### src/rtl/cvh_pkg.sv
`timescale 1ns / 1ps
`default_nettype none
// ----------------------------------------------------------------------------
// cvh_pkg
// Shared types and constants of the convex hull block: point format, store
// sizing and the interface of the shared cross-product unit.
// ----------------------------------------------------------------------------
package cvh_pkg;

  localparam int MAX_POINTS = 32;
  localparam int IDX_W      = $clog2(MAX_POINTS);
  localparam int CNT_W      = $clog2(MAX_POINTS + 1);
  localparam int COORD_W    = 16;
  localparam int DIFF_W     = COORD_W + 1;
  localparam int PROD_W     = 2 * DIFF_W;
  localparam int ACC_W      = PROD_W + 2;

  localparam logic [CNT_W-1:0] MAX_CNT = CNT_W'(MAX_POINTS);

  // x in the low half, y in the high half
  typedef struct packed {
    logic signed [COORD_W-1:0] y;
    logic signed [COORD_W-1:0] x;
  } pt_t;

  typedef enum logic {
    XU_TURN,
    XU_DSQ
  } xu_mode_t;

  typedef struct packed {
    logic done;
    logic neg;
    logic zero;
  } xu_res_t;

endpackage
`default_nettype wire

### src/rtl/cvh_xunit.sv
`timescale 1ns / 1ps
`default_nettype none
// ----------------------------------------------------------------------------
// cvh_xunit
// Shared multiply-accumulate unit. Gives the sign of the cross product
// (b - a) x (c - a), or of |b - a|^2 - |c - a|^2, one product per cycle.
// ----------------------------------------------------------------------------
module cvh_xunit
  import cvh_pkg::*;
(
  input  wire logic     clk,
  input  wire logic     rst_n,
  input  wire logic     start,
  input  wire xu_mode_t mode,
  input  wire pt_t      pa,
  input  wire pt_t      pb,
  input  wire pt_t      pc,
  output xu_res_t       res
);

  logic signed [DIFF_W-1:0] dxb_r, dyb_r, dxc_r, dyc_r;
  logic signed [DIFF_W-1:0] op1, op2;
  logic signed [PROD_W-1:0] prod_r;
  logic signed [ACC_W-1:0]  acc_r, acc_nxt;
  logic                     tneg, neg_r;
  xu_mode_t                 mode_r;
  logic [2:0]               step_r, last_step;
  logic                     act_r, done_r;

  assign last_step = (mode_r == XU_DSQ) ? 3'd4 : 3'd2;

  always_comb begin
    op1  = dxb_r;
    op2  = dyc_r;
    tneg = 1'b0;
    if (mode_r == XU_TURN) begin
      if (step_r != 3'd0) begin
        op1  = dyb_r;
        op2  = dxc_r;
        tneg = 1'b1;
      end
    end else begin
      case (step_r)
        3'd0: begin
          op1 = dxb_r;
          op2 = dxb_r;
        end
        3'd1: begin
          op1 = dyb_r;
          op2 = dyb_r;
        end
        3'd2: begin
          op1  = dxc_r;
          op2  = dxc_r;
          tneg = 1'b1;
        end
        default: begin
          op1  = dyc_r;
          op2  = dyc_r;
          tneg = 1'b1;
        end
      endcase
    end
  end

  always_comb begin
    if (neg_r) begin
      acc_nxt = acc_r - {{(ACC_W-PROD_W){prod_r[PROD_W-1]}}, prod_r};
    end else begin
      acc_nxt = acc_r + {{(ACC_W-PROD_W){prod_r[PROD_W-1]}}, prod_r};
    end
  end

  always_ff @(posedge clk) begin
    if (!rst_n) begin
      act_r  <= 1'b0;
      done_r <= 1'b0;
    end else begin
      done_r <= 1'b0;
      if (start) begin
        dxb_r  <= {pb.x[COORD_W-1], pb.x} - {pa.x[COORD_W-1], pa.x};
        dyb_r  <= {pb.y[COORD_W-1], pb.y} - {pa.y[COORD_W-1], pa.y};
        dxc_r  <= {pc.x[COORD_W-1], pc.x} - {pa.x[COORD_W-1], pa.x};
        dyc_r  <= {pc.y[COORD_W-1], pc.y} - {pa.y[COORD_W-1], pa.y};
        mode_r <= mode;
        step_r <= 3'd0;
        acc_r  <= '0;
        act_r  <= 1'b1;
      end else if (act_r) begin
        if (step_r < last_step) begin
          prod_r <= op1 * op2;
          neg_r  <= tneg;
        end
        // accumulate the product of the previous step
        if (step_r != 3'd0) begin
          acc_r <= acc_nxt;
        end
        if (step_r == last_step) begin
          act_r  <= 1'b0;
          done_r <= 1'b1;
        end
        step_r <= step_r + 3'd1;
      end
    end
  end

  assign res.done = done_r;
  assign res.neg  = acc_r[ACC_W-1];
  assign res.zero = (acc_r == '0);

endmodule
`default_nettype wire

### src/rtl/convex_hull_graham_scan.sv
`timescale 1ns / 1ps
`default_nettype none
// ----------------------------------------------------------------------------
// convex_hull_graham_scan
// Collects a set of points and, on the last one, emits its convex hull by a
// Graham scan built around one shared multiply-accumulate unit.
// ----------------------------------------------------------------------------
//  channel | ports                                  | carries
//  --------+----------------------------------------+---------------------------
//  in      | in_valid/in_ready, point_x/y, last     | one point per item
//  out     | out_valid/out_ready, vertex_x/y, flags | one hull vertex per item
//
//  Points load one per cycle while the block is collecting.
//  After the last point: pivot search, then insertion sort with one turn
//  test or turn plus distance test per compare, then the scan with one turn
//  test per check, then the output of the hull vertices one by one.
//  The shared multiplier, one product a cycle, sets the compare cost.
//  in_ready is low from the last point until the final vertex is taken.
//  Reset empties the set; the point and stack memories are not cleared.
// ----------------------------------------------------------------------------
module convex_hull_graham_scan
  import cvh_pkg::*;
(
  input  wire logic                      clk,
  input  wire logic                      rst_n,
  input  wire logic                      in_valid,
  output logic                           in_ready,
  input  wire logic signed [COORD_W-1:0] in_point_x,
  input  wire logic signed [COORD_W-1:0] in_point_y,
  input  wire logic                      in_last_point,
  output logic                           out_valid,
  input  wire logic                      out_ready,
  output logic signed [COORD_W-1:0]      out_vertex_x,
  output logic signed [COORD_W-1:0]      out_vertex_y,
  output logic                           out_last_vertex,
  output logic                           out_overflowed
);

  typedef enum logic [4:0] {
    S_LOAD, S_START, S_PV0, S_PV1, S_SWAP0, S_SWAP1,
    S_SORT_K1, S_SORT_CMP, S_SORT_TURN, S_SORT_DSQ, S_SORT_SHIFT, S_SORT_PLACE,
    S_SCAN_INIT, S_SCAN_INIT2, S_SCAN_C, S_SCAN_CHK, S_SCAN_A1, S_SCAN_A2,
    S_SCAN_B1, S_SCAN_B2, S_SCAN_TURN, S_SCAN_PUSH,
    S_FINAL, S_FIN1, S_FIN2, S_EM1, S_EM2, S_EMW
  } state_t;

  localparam logic [CNT_W-1:0] ONE = CNT_W'(1);
  localparam logic [CNT_W-1:0] TWO = CNT_W'(2);

  state_t           state_r;
  logic [CNT_W-1:0] cnt_r, i_r, j_r, size_r;
  logic             ovf_r, close_r;
  logic [IDX_W-1:0] piv_r;
  pt_t              best_r, p0_r, pivot_r, key_r, prev_r, a_pt_r, c_pt_r;
  pt_t              in_pt;
  logic             out_valid_r, out_last_r;
  pt_t              out_pt_r;

  // point store and hull stack
  pt_t              store_mem [MAX_POINTS];
  logic [IDX_W-1:0] stk_mem   [MAX_POINTS];
  pt_t              mem_rd_r;
  logic [IDX_W-1:0] stk_rd_r;
  logic             mem_we, stk_we;
  logic [IDX_W-1:0] mem_waddr, mem_raddr, stk_waddr, stk_raddr, stk_wdata;
  pt_t              mem_wdata;

  logic             xu_start;
  xu_mode_t         xu_mode;
  pt_t              xu_a, xu_b, xu_c;
  xu_res_t          xu_res;

  logic [CNT_W-1:0] i_inc, j_dec, size_dec, size_inc;
  logic             better, in_acc;

  assign in_pt    = {in_point_y, in_point_x};
  assign i_inc    = i_r + ONE;
  assign j_dec    = j_r - ONE;
  assign size_dec = size_r - ONE;
  assign size_inc = size_r + ONE;
  assign in_acc   = in_valid && in_ready;
  assign better   = (mem_rd_r.y < best_r.y) ||
                    ((mem_rd_r.y == best_r.y) && (mem_rd_r.x < best_r.x));

  cvh_xunit u_xunit (
    .clk   (clk),
    .rst_n (rst_n),
    .start (xu_start),
    .mode  (xu_mode),
    .pa    (xu_a),
    .pb    (xu_b),
    .pc    (xu_c),
    .res   (xu_res)
  );

  always_comb begin
    mem_we    = 1'b0;
    mem_waddr = cnt_r[IDX_W-1:0];
    mem_wdata = in_pt;
    mem_raddr = '0;
    stk_we    = 1'b0;
    stk_waddr = size_r[IDX_W-1:0];
    stk_wdata = i_r[IDX_W-1:0];
    stk_raddr = '0;
    xu_start  = 1'b0;
    xu_mode   = XU_TURN;
    xu_a      = pivot_r;
    xu_b      = key_r;
    xu_c      = prev_r;
    case (state_r)
      S_LOAD: begin
        mem_we = in_acc && (cnt_r < MAX_CNT);
      end
      S_START: begin
        if (cnt_r == ONE) begin
          stk_we    = 1'b1;
          stk_waddr = '0;
          stk_wdata = '0;
        end
      end
      S_PV0:  mem_raddr = i_inc[IDX_W-1:0];
      S_PV1:  mem_raddr = i_inc[IDX_W-1:0];
      S_SWAP0: begin
        mem_we    = 1'b1;
        mem_waddr = piv_r;
        mem_wdata = p0_r;
      end
      S_SWAP1: begin
        mem_we    = 1'b1;
        mem_waddr = '0;
        mem_wdata = best_r;
        mem_raddr = TWO[IDX_W-1:0];
      end
      // fetch the neighbour below the key
      S_SORT_K1: mem_raddr = i_r[IDX_W-1:0] - IDX_W'(1);
      S_SORT_CMP: begin
        xu_start = 1'b1;
        xu_c     = mem_rd_r;
      end
      S_SORT_TURN: begin
        if (xu_res.done && xu_res.zero) begin
          xu_start = 1'b1;
          xu_mode  = XU_DSQ;
        end
      end
      S_SORT_SHIFT: begin
        mem_we    = 1'b1;
        mem_waddr = j_r[IDX_W-1:0];
        mem_wdata = prev_r;
        mem_raddr = j_r[IDX_W-1:0] - IDX_W'(2);
      end
      S_SORT_PLACE: begin
        mem_we    = 1'b1;
        mem_waddr = j_r[IDX_W-1:0];
        mem_wdata = key_r;
        mem_raddr = i_inc[IDX_W-1:0];
      end
      S_SCAN_INIT: begin
        stk_we    = 1'b1;
        stk_waddr = '0;
        stk_wdata = '0;
      end
      S_SCAN_INIT2: begin
        stk_we    = 1'b1;
        stk_waddr = ONE[IDX_W-1:0];
        stk_wdata = ONE[IDX_W-1:0];
        mem_raddr = TWO[IDX_W-1:0];
      end
      S_SCAN_CHK: stk_raddr = size_r[IDX_W-1:0] - IDX_W'(2);
      S_SCAN_A1:  mem_raddr = stk_rd_r;
      S_SCAN_A2:  stk_raddr = size_dec[IDX_W-1:0];
      S_SCAN_B1:  mem_raddr = stk_rd_r;
      S_SCAN_B2: begin
        xu_start = 1'b1;
        xu_a     = a_pt_r;
        xu_b     = mem_rd_r;
        xu_c     = c_pt_r;
      end
      S_SCAN_PUSH: begin
        stk_we    = 1'b1;
        mem_raddr = i_inc[IDX_W-1:0];
      end
      S_FINAL: stk_raddr = size_dec[IDX_W-1:0];
      S_FIN1:  mem_raddr = stk_rd_r;
      S_FIN2:  stk_raddr = '0;
      S_EM1:   mem_raddr = stk_rd_r;
      S_EMW:   stk_raddr = i_inc[IDX_W-1:0];
      default: ;
    endcase
  end

  always_ff @(posedge clk) begin
    if (mem_we) begin
      store_mem[mem_waddr] <= mem_wdata;
    end
    mem_rd_r <= store_mem[mem_raddr];
    if (stk_we) begin
      stk_mem[stk_waddr] <= stk_wdata;
    end
    stk_rd_r <= stk_mem[stk_raddr];
  end

  always_ff @(posedge clk) begin
    if (!rst_n) begin
      state_r     <= S_LOAD;
      cnt_r       <= '0;
      size_r      <= '0;
      ovf_r       <= 1'b0;
      out_valid_r <= 1'b0;
    end else begin
      case (state_r)
        S_LOAD: begin
          if (in_acc) begin
            if (cnt_r < MAX_CNT) begin
              cnt_r <= cnt_r + ONE;
            end else begin
              ovf_r <= 1'b1;
            end
            if (in_last_point) begin
              state_r <= S_START;
            end
          end
        end
        S_START: begin
          i_r <= '0;
          if (cnt_r == ONE) begin
            size_r  <= ONE;
            state_r <= S_FINAL;
          end else begin
            state_r <= S_PV0;
          end
        end
        S_PV0: begin
          best_r  <= mem_rd_r;
          p0_r    <= mem_rd_r;
          piv_r   <= '0;
          i_r     <= ONE;
          state_r <= S_PV1;
        end
        S_PV1: begin
          if (better) begin
            best_r <= mem_rd_r;
            piv_r  <= i_r[IDX_W-1:0];
          end
          if (i_inc < cnt_r) begin
            i_r <= i_inc;
          end else begin
            state_r <= S_SWAP0;
          end
        end
        S_SWAP0: begin
          pivot_r <= best_r;
          state_r <= S_SWAP1;
        end
        S_SWAP1: begin
          i_r     <= TWO;
          state_r <= (cnt_r > TWO) ? S_SORT_K1 : S_SCAN_INIT;
        end
        S_SORT_K1: begin
          key_r   <= mem_rd_r;
          j_r     <= i_r;
          state_r <= S_SORT_CMP;
        end
        S_SORT_CMP: begin
          prev_r  <= mem_rd_r;
          state_r <= S_SORT_TURN;
        end
        S_SORT_TURN: begin
          if (xu_res.done) begin
            if (xu_res.zero) begin
              state_r <= S_SORT_DSQ;
            end else if (xu_res.neg) begin
              state_r <= S_SORT_PLACE;
            end else begin
              state_r <= S_SORT_SHIFT;
            end
          end
        end
        S_SORT_DSQ: begin
          if (xu_res.done) begin
            state_r <= xu_res.neg ? S_SORT_SHIFT : S_SORT_PLACE;
          end
        end
        S_SORT_SHIFT: begin
          j_r     <= j_dec;
          state_r <= (j_dec > ONE) ? S_SORT_CMP : S_SORT_PLACE;
        end
        S_SORT_PLACE: begin
          if (i_inc < cnt_r) begin
            i_r     <= i_inc;
            state_r <= S_SORT_K1;
          end else begin
            state_r <= S_SCAN_INIT;
          end
        end
        S_SCAN_INIT: state_r <= S_SCAN_INIT2;
        S_SCAN_INIT2: begin
          size_r  <= TWO;
          i_r     <= TWO;
          state_r <= (cnt_r > TWO) ? S_SCAN_C : S_FINAL;
        end
        S_SCAN_C: begin
          c_pt_r  <= mem_rd_r;
          state_r <= S_SCAN_CHK;
        end
        S_SCAN_CHK: state_r <= (size_r >= TWO) ? S_SCAN_A1 : S_SCAN_PUSH;
        S_SCAN_A1:  state_r <= S_SCAN_A2;
        S_SCAN_A2: begin
          a_pt_r  <= mem_rd_r;
          state_r <= S_SCAN_B1;
        end
        S_SCAN_B1: state_r <= S_SCAN_B2;
        S_SCAN_B2: state_r <= S_SCAN_TURN;
        S_SCAN_TURN: begin
          if (xu_res.done) begin
            if (xu_res.neg || xu_res.zero) begin
              // drop the top: not a strict left turn
              size_r  <= size_dec;
              state_r <= S_SCAN_CHK;
            end else begin
              state_r <= S_SCAN_PUSH;
            end
          end
        end
        S_SCAN_PUSH: begin
          size_r <= size_inc;
          i_r    <= i_inc;
          state_r <= (i_inc < cnt_r) ? S_SCAN_C : S_FINAL;
        end
        S_FINAL: state_r <= S_FIN1;
        S_FIN1:  state_r <= S_FIN2;
        S_FIN2: begin
          close_r <= (size_r > TWO) && (mem_rd_r != pivot_r);
          i_r     <= '0;
          state_r <= S_EM1;
        end
        S_EM1: state_r <= S_EM2;
        S_EM2: begin
          out_pt_r    <= mem_rd_r;
          out_last_r  <= (i_inc == size_r) && !close_r;
          out_valid_r <= 1'b1;
          state_r     <= S_EMW;
        end
        S_EMW: begin
          if (out_ready) begin
            if (out_last_r) begin
              out_valid_r <= 1'b0;
              cnt_r       <= '0;
              size_r      <= '0;
              ovf_r       <= 1'b0;
              state_r     <= S_LOAD;
            end else if (i_inc < size_r) begin
              out_valid_r <= 1'b0;
              i_r         <= i_inc;
              state_r     <= S_EM1;
            end else begin
              // close the polygon with the first vertex
              out_pt_r   <= pivot_r;
              out_last_r <= 1'b1;
            end
          end
        end
        default: state_r <= S_LOAD;
      endcase
    end
  end

  assign in_ready        = (state_r == S_LOAD);
  assign out_valid       = out_valid_r;
  assign out_vertex_x    = out_pt_r.x;
  assign out_vertex_y    = out_pt_r.y;
  assign out_last_vertex = out_last_r;
  assign out_overflowed  = ovf_r;

  a_out_in_emit : assert property (@(posedge clk) disable iff (!rst_n)
    out_valid_r |-> (state_r == S_EMW))
    else $error("result shown outside emit state");

  a_cnt_bound : assert property (@(posedge clk) disable iff (!rst_n)
    cnt_r <= MAX_CNT)
    else $error("point count beyond capacity");

  a_run_clears : assert property (@(posedge clk) disable iff (!rst_n)
    (out_valid && out_ready && out_last_vertex) |=>
      (cnt_r == '0 && !ovf_r && state_r == S_LOAD))
    else $error("set not cleared after final vertex");

  a_start_nonempty : assert property (@(posedge clk) disable iff (!rst_n)
    (state_r == S_START) |-> (cnt_r != '0))
    else $error("hull started on an empty set");

  a_stack_bound : assert property (@(posedge clk) disable iff (!rst_n)
    (state_r == S_SCAN_CHK) |-> (size_r >= ONE && size_r <= cnt_r))
    else $error("hull stack depth out of range");

endmodule
`default_nettype wire
### config.mk
export PLATFORM = sky130hd
export DESIGN_NAME = convex_hull_graham_scan
export DESIGN_NICKNAME = d
export VERILOG_FILES = /design/src/rtl/cvh_pkg.sv /design/src/rtl/cvh_xunit.sv /design/src/rtl/convex_hull_graham_scan.sv
export SDC_FILE = /design/constraint.sdc
export NUM_CORES = 2
export LEC_CHECK = 0
export BUFFER_PORTS_ARGS = -buffer_cell sky130_fd_sc_hd__clkbuf_2
export CELL_PAD_IN_SITES_DETAIL_PLACEMENT = 1
export CELL_PAD_IN_SITES_GLOBAL_PLACEMENT = 1
export CORE_MARGIN = 4
export CORE_UTILIZATION = 45
export CTS_CLUSTER_DIAMETER = 30
export DETAILED_ROUTE_END_ITERATION = 6
export GPL_ROUTABILITY_DRIVEN = 0
export PLACE_DENSITY = 0.78
export SYNTH_ARGS = -nofsm -noshare
export SYNTH_HDL_FRONTEND = slang
export SYNTH_SLANG_ARGS = --single-unit
export TNS_END_PERCENT = 30
### constraint.sdc
create_clock -name clk -period 22.4 [get_ports clk]
set_input_delay 4.48 -clock clk [delete_from_list [all_inputs] [get_ports clk]]
set_output_delay 4.48 -clock clk [all_outputs]
set_load 0.1 [all_outputs]
## Word-level counts from Yosys, hierarchy flattened

Memory sizes are Yosys's and may differ from the RTL's. A register that Yosys moved wholly into a read port is not among the register bits.
Cells that the tools add are included.

| storage, ports and cells | value |
|---|---|
| flip-flop bits (word level) | 439 |
| bits in latches | 0 |
| memory bits (writable) | 1184 |
| memory bits (read-only) | 0 |
| bits of input ports | 37 |
| word-level logic and storage cells | 268 |
| memories kept | 2 |

| cells by class | value |
|---|---|
| add/subtract/negate cells | 15 |
| $mul | 1 |
| div/mod/pow operators | 0 |
| $lt $le $gt $ge | 10 |
| eq/ne operators | 52 |
| shift-type cells | 0 |
| muxes and demuxes | 94 |
| bitwise operators | 3 |
| reduce and logical (&&, ||, !) cells | 54 |

Memory list:

| name | depth | width | rd ports | clocked after memory_dff | write ports | RTL line | source |
|---|---|---|---|---|---|---|---|
| store_mem | 32 | 32 | 1 | 1 | 1 | convex_hull_graham_scan.sv:60 | `pt_t store_mem [MAX_POINTS];` |
| stk_mem | 32 | 5 | 1 | 1 | 1 | convex_hull_graham_scan.sv:61 | `logic [IDX_W-1:0] stk_mem [MAX_POINTS];` |

Operator list:

| operator | number |
|---|---|
| two-way mux 32 bit | 6 |
| one-hot mux 32 bit (2 select lines) | 3 |
| one-hot mux 5 bit (28 select lines) | 1 |
| one-hot mux 32 bit (4 select lines) | 1 |
| two-way mux 36 bit | 3 |
| two-way mux 5 bit | 16 |
| two-way mux 17 bit | 4 |
| subtractor 16 x 16 -> 17 bit | 4 |
| two-way mux 6 bit | 11 |
| equality test 5 bit (second input constant) | 12 |
| one-hot mux 5 bit (3 select lines) | 4 |
| one-hot mux 17 bit (3 select lines) | 1 |
| equality test 5 x 4 -> 1 bit (second input constant) | 8 |
| adder 36 bit | 1 |
| logical NOT 36 bit | 1 |
| one-hot mux 6 bit (6 select lines) | 1 |
| subtractor 36 bit | 1 |
| multiplier 17 x 17 -> 34 bit | 1 |
| less-than comparator 16 bit | 2 |
| inequality test 32 bit | 1 |
| one-hot mux 6 bit (5 select lines) | 1 |
| two-way mux 1 bit | 25 |
| one-hot mux 5 bit (5 select lines) | 1 |
| one-hot mux 6 bit (2 select lines) | 2 |
| 47 further kinds | 118 |

## Longest topological paths before layout

| depth | value |
|---|---|
| word-level depth | 6 |
| depth in mapped cells | 36 |
| depth with buffers taken out | 33 |

## Modules after synthesis

A second synthesis with hierarchy kept.

| unflattened totals | value |
|---|---|
| cell total of the unflattened synthesis | 6454 |
| area, all modules | 82908.3 µm² |

By module, submodules not included:

| module | instances | cells an instance | area an instance (µm²) | seq. area each (µm²) |
|---|---|---|---|---|
| convex_hull_graham_scan | 1 | 4046 | 61275.0 | 44933.1 |
| cvh_xunit | 1 | 2408 | 21633.2 | 4334.2 |

## Least setup slack after synthesis

Ideal clock, no wire load.

| timing path | value |
|---|---|
| path kind | input to register |
| start point | in rst_n |
| end point | reg best_r[0] (netlist name) (enable) |
| setup time | 401 ps |
| arrival | 9132 ps |
| slack | 12866 ps |
| stages on the path | 4 |
| path buffers | 1 |
| cell sequence | clkbuf_1 inv_1 nor4_1 nand3b_1 |

| on the way | value |
|---|---|
| longest elaborated chain between the ends | 1 |

RTL lines:

| item | RTL line | source |
|---|---|---|
| start, declared | convex_hull_graham_scan.sv:25 | `input wire logic rst_n,` |
| AND reduction 3 bit (no source line) | -- |  |
| end signal, assigned | convex_hull_graham_scan.sv:234 | `best_r <= mem_rd_r;` |
| end signal, assigned | convex_hull_graham_scan.sv:242 | `best_r <= mem_rd_r;` |
| end, declared | convex_hull_graham_scan.sv:54 | `pt_t best_r, p0_r, pivot_r, key_r, prev_r, a_pt_r, c_pt_r;` |

No other way between the ends.
A chain may end at the register's enable or synchronous reset.

## Final worst setup path

| timing path | value |
|---|---|
| start point | reg u_xunit.step_r[0] |
| end point | reg u_xunit.prod_r[33] (data pin) |

| on the way | value |
|---|---|
| longest elaborated chain between the ends | 4 |

RTL lines:

| item | RTL line | source |
|---|---|---|
| start, declared | cvh_xunit.sv:27 | `logic [2:0] step_r, last_step;` |
| start signal, assigned | cvh_xunit.sv:102 | `step_r <= step_r + 3'd1;` |
| equality test 3 x 2 -> 1 bit, or another cell as far along | cvh_xunit.sv:43 | `case (step_r)` |
| one-hot mux 17 bit (3 select lines) or two-way mux 17 bit (tied branches) | cvh_xunit.sv:43, cvh_xunit.sv:37 |  |
| two-way mux 17 bit | cvh_xunit.sv:36 | `if (mode_r == XU_TURN) begin` |
| multiplier 17 x 17 -> 34 bit (*) | cvh_xunit.sv:91 | `prod_r <= op1 * op2;` |
| end signal, assigned | cvh_xunit.sv:91 |  |
| end, declared | cvh_xunit.sv:23 | `logic signed [PROD_W-1:0] prod_r;` |

Every way passes the cells marked *; elsewhere a longest branch is shown, timed or not.

==> flow_summary.ini <==
[outcome]
outcome = finished clean

[yosys]
mappedNetlistArea_mm2 = 0.0830
synth_top_area_cell = edfxtp_1
yosysSeqAreaShare_pct = 59.4
synthesis.nets = 7428
yosys-top-cells-area = edfxtp_1, fa_1, nand2_1
ys_async_sr_fraction_pct = 0
synth_ff_type = edfxtp_1
synth_commonest_cells = edfxtp_1, nand2_1, nor2_1
synthDominantCellAreaShare_pct = 58.0
ys_types = 93
ys_ff_latch = 1660
synth.most_common_cell = edfxtp_1
syn_inst = 6842
synth_edf_count = 1602
synth_area_per_cell_um2 = 12.1
yosys_warnings = 0

[global_routing]
grt_max_degree = 171
grt_pass1_vias = 65059
overflow = 0
grt_usage_pct = 29.1
grt_pass1_wl_mm = 418
antenna_found_initial = 13

[sta]
fin_skew_ps = 89.1
max_freq_mhz = 111
rsz0062_at_grt = false
fin_ws_ps = 13410
hold_ws_ps = 449
hold_violations = 0
fin_crit_ps = 8990
final_max_slew_viol_count = 0
period_share_pct = 40.1
slew-limit-headroom_pct = 7.86
worst_pin_slew_ps = 1380
final.setup.tns_ps = 0
setup_viol = 0

[worst_setup_path]
worst-path-max-fanout = 40
worstSetupPathType = flop to flop
r2r-start = u_xunit.step_r[0]$_SDFFCE_PP0P_
worstPathRequired_ps = 23040
cp_slowest_cell = nor2_1
crit_start = u_xunit.step_r[0]$_SDFFCE_PP0P_
arrival_ps = 9630
slowest_delay_ps = 880
cp-end-kind = flop
start_kind = flop

[route]
routed_wl_mm = 284
drt_first_pass_iters = 5
wl_per_cell_um = 29.0
viasPerCell = 6.14
routed-via-count = 60154
drc_errors = 0
ant_nets = 0
drt_iter0_drc = 6408

[cells_and_area]
register_area_mm2 = 0.0493
layout.nets = 7639
instances_no_fill = 9793
syn_to_final_growth_pct = 18.0
multi_input_area_mm2 = 0.0312
drive_gt1_share_pct = 12.2
n_fill_cell = 18279

[pwr]
fin_total_pwr_uw = 11900
leakagePower_uw = 0.0359
power.density_mw_per_mm2 = 122
max-vdd-ir-drop_v = 0.0000936

[floorplanning]
start_util_pct = 45.3
core-area_mm2 = 0.183
row_count = 157
die_w_um = 437
die_h_um = 437
dieArea_mm2 = 0.191
num_io_pins = 73

[place]
post-place-ws_ps = 13530
port-buffer-count = 72
post-dp-hpwl_mm = 163
dp.cells = 9163

[clock_network]
cts_setup_buffers = 0
cts_tree = done
clk_latency_ps = 980
cts-resized-gates = 0
clk_path_buf_depth = 4
postCtsHoldBufs = 0
path_clk_slew_ps = 50
h-tree-depth = 5
cts_made_buffers = 348
numClockSinks = 1660
cts_root_buffer = clkbuf_16

[min_path]
min-delay-start = best_r[26]$_DFFE_PP_
hp-class = flop to flop

[run]
drv_cap = 0
-- cells in the final DEF, fill, tap and decap left out, types with 153 or more instances in the layout --
cell and n:
inv_1 410, mux2i_1 167, clkbuf_16 353, nor2_1 393, a21oi_1 191, fa_1 301
edfxtp_1 1602, a31oi_1 158, nand2_1 1325, ha_1 248, xnor2_1 153, nand3_1 350
-- sequential cells by signal (all words and copies together) (netlist names), 34 cells and up --
name            flops
u_xunit.acc_r      36
stk_mem           160
store_mem        1024
u_xunit.prod_r     34
-- where the power goes --
| part | internal, uW | switching [uW] |
|---|---|---|
| Combinational | 868 | 1970 |
| Sequential | 3780 | 178 |
| Clock | 3390 | 1730 |
-- worst paths after layout --
| path | slack, ps | cells after the start | to |
|---|---|---|---|
| min | 450 | 0 | pivot_r[26]$_DFFE_PP_ |
| max reg2reg | 13410 | 30 | u_xunit.prod_r[33]$_DFFE_PP_ |
| max | 13410 | 30 | u_xunit.prod_r[33]$_DFFE_PP_ |
| min reg2reg | 450 | 0 | pivot_r[26]$_DFFE_PP_ |
-- routing by layer --
layer	track usage, %	up-vias	share of wire [%]
met5	0	-	0.0092
met4	19.9	4	7.6
met3	5.53	1011	8.0
met2	49.2	3477	49
met1	33.7	30522	35
li1	-	25140	-
-- worst max-delay path, delay by kind of cell (launching register included) --
family	cells	cell delay [ps]
buffers and inverters	7	730
and+or+nand+nor	5	1960
DFF	1	420
AOI/OAI and AO/OA	9	2120
xor gates and xnor gates	1	140
adders and majority gates	8	3340
-- logic make-up after synthesis --
family | share of synthesized area, %
AND/OR/NAND/NOR | 13.1
flip-flops | 59.4
AO/OA/AOI/OAI | 8.29
buffers and inverters | 3.65
adder cells (fa/ha/maj) | 11.0
XOR/XNOR | 2.15
multiplexers | 2.46
-- stage by stage --
step	util, %	instance area [um^2]
3_3_place_gp	47.1	86400
2_1_floorplan	-	83000
5_1_grt	53.4	97900
3_5_place_dp	47.1	86400
4_1_cts	53.4	97900
6_report	53.4	98000
-- area by class of cell --
cell class | count | area share [%]
antenna | 7 | 0.0179
clock buffer | 396 | 9.23
clock inverter | 223 | 2.48
inverter | 414 | 1.59
multi-input combinational | 4439 | 31.8
sequential | 1660 | 50.3
tap | 2464 | 3.15
timing repair buffer | 190 | 1.42
Note: power is estimated with default switching activity, not from simulation.
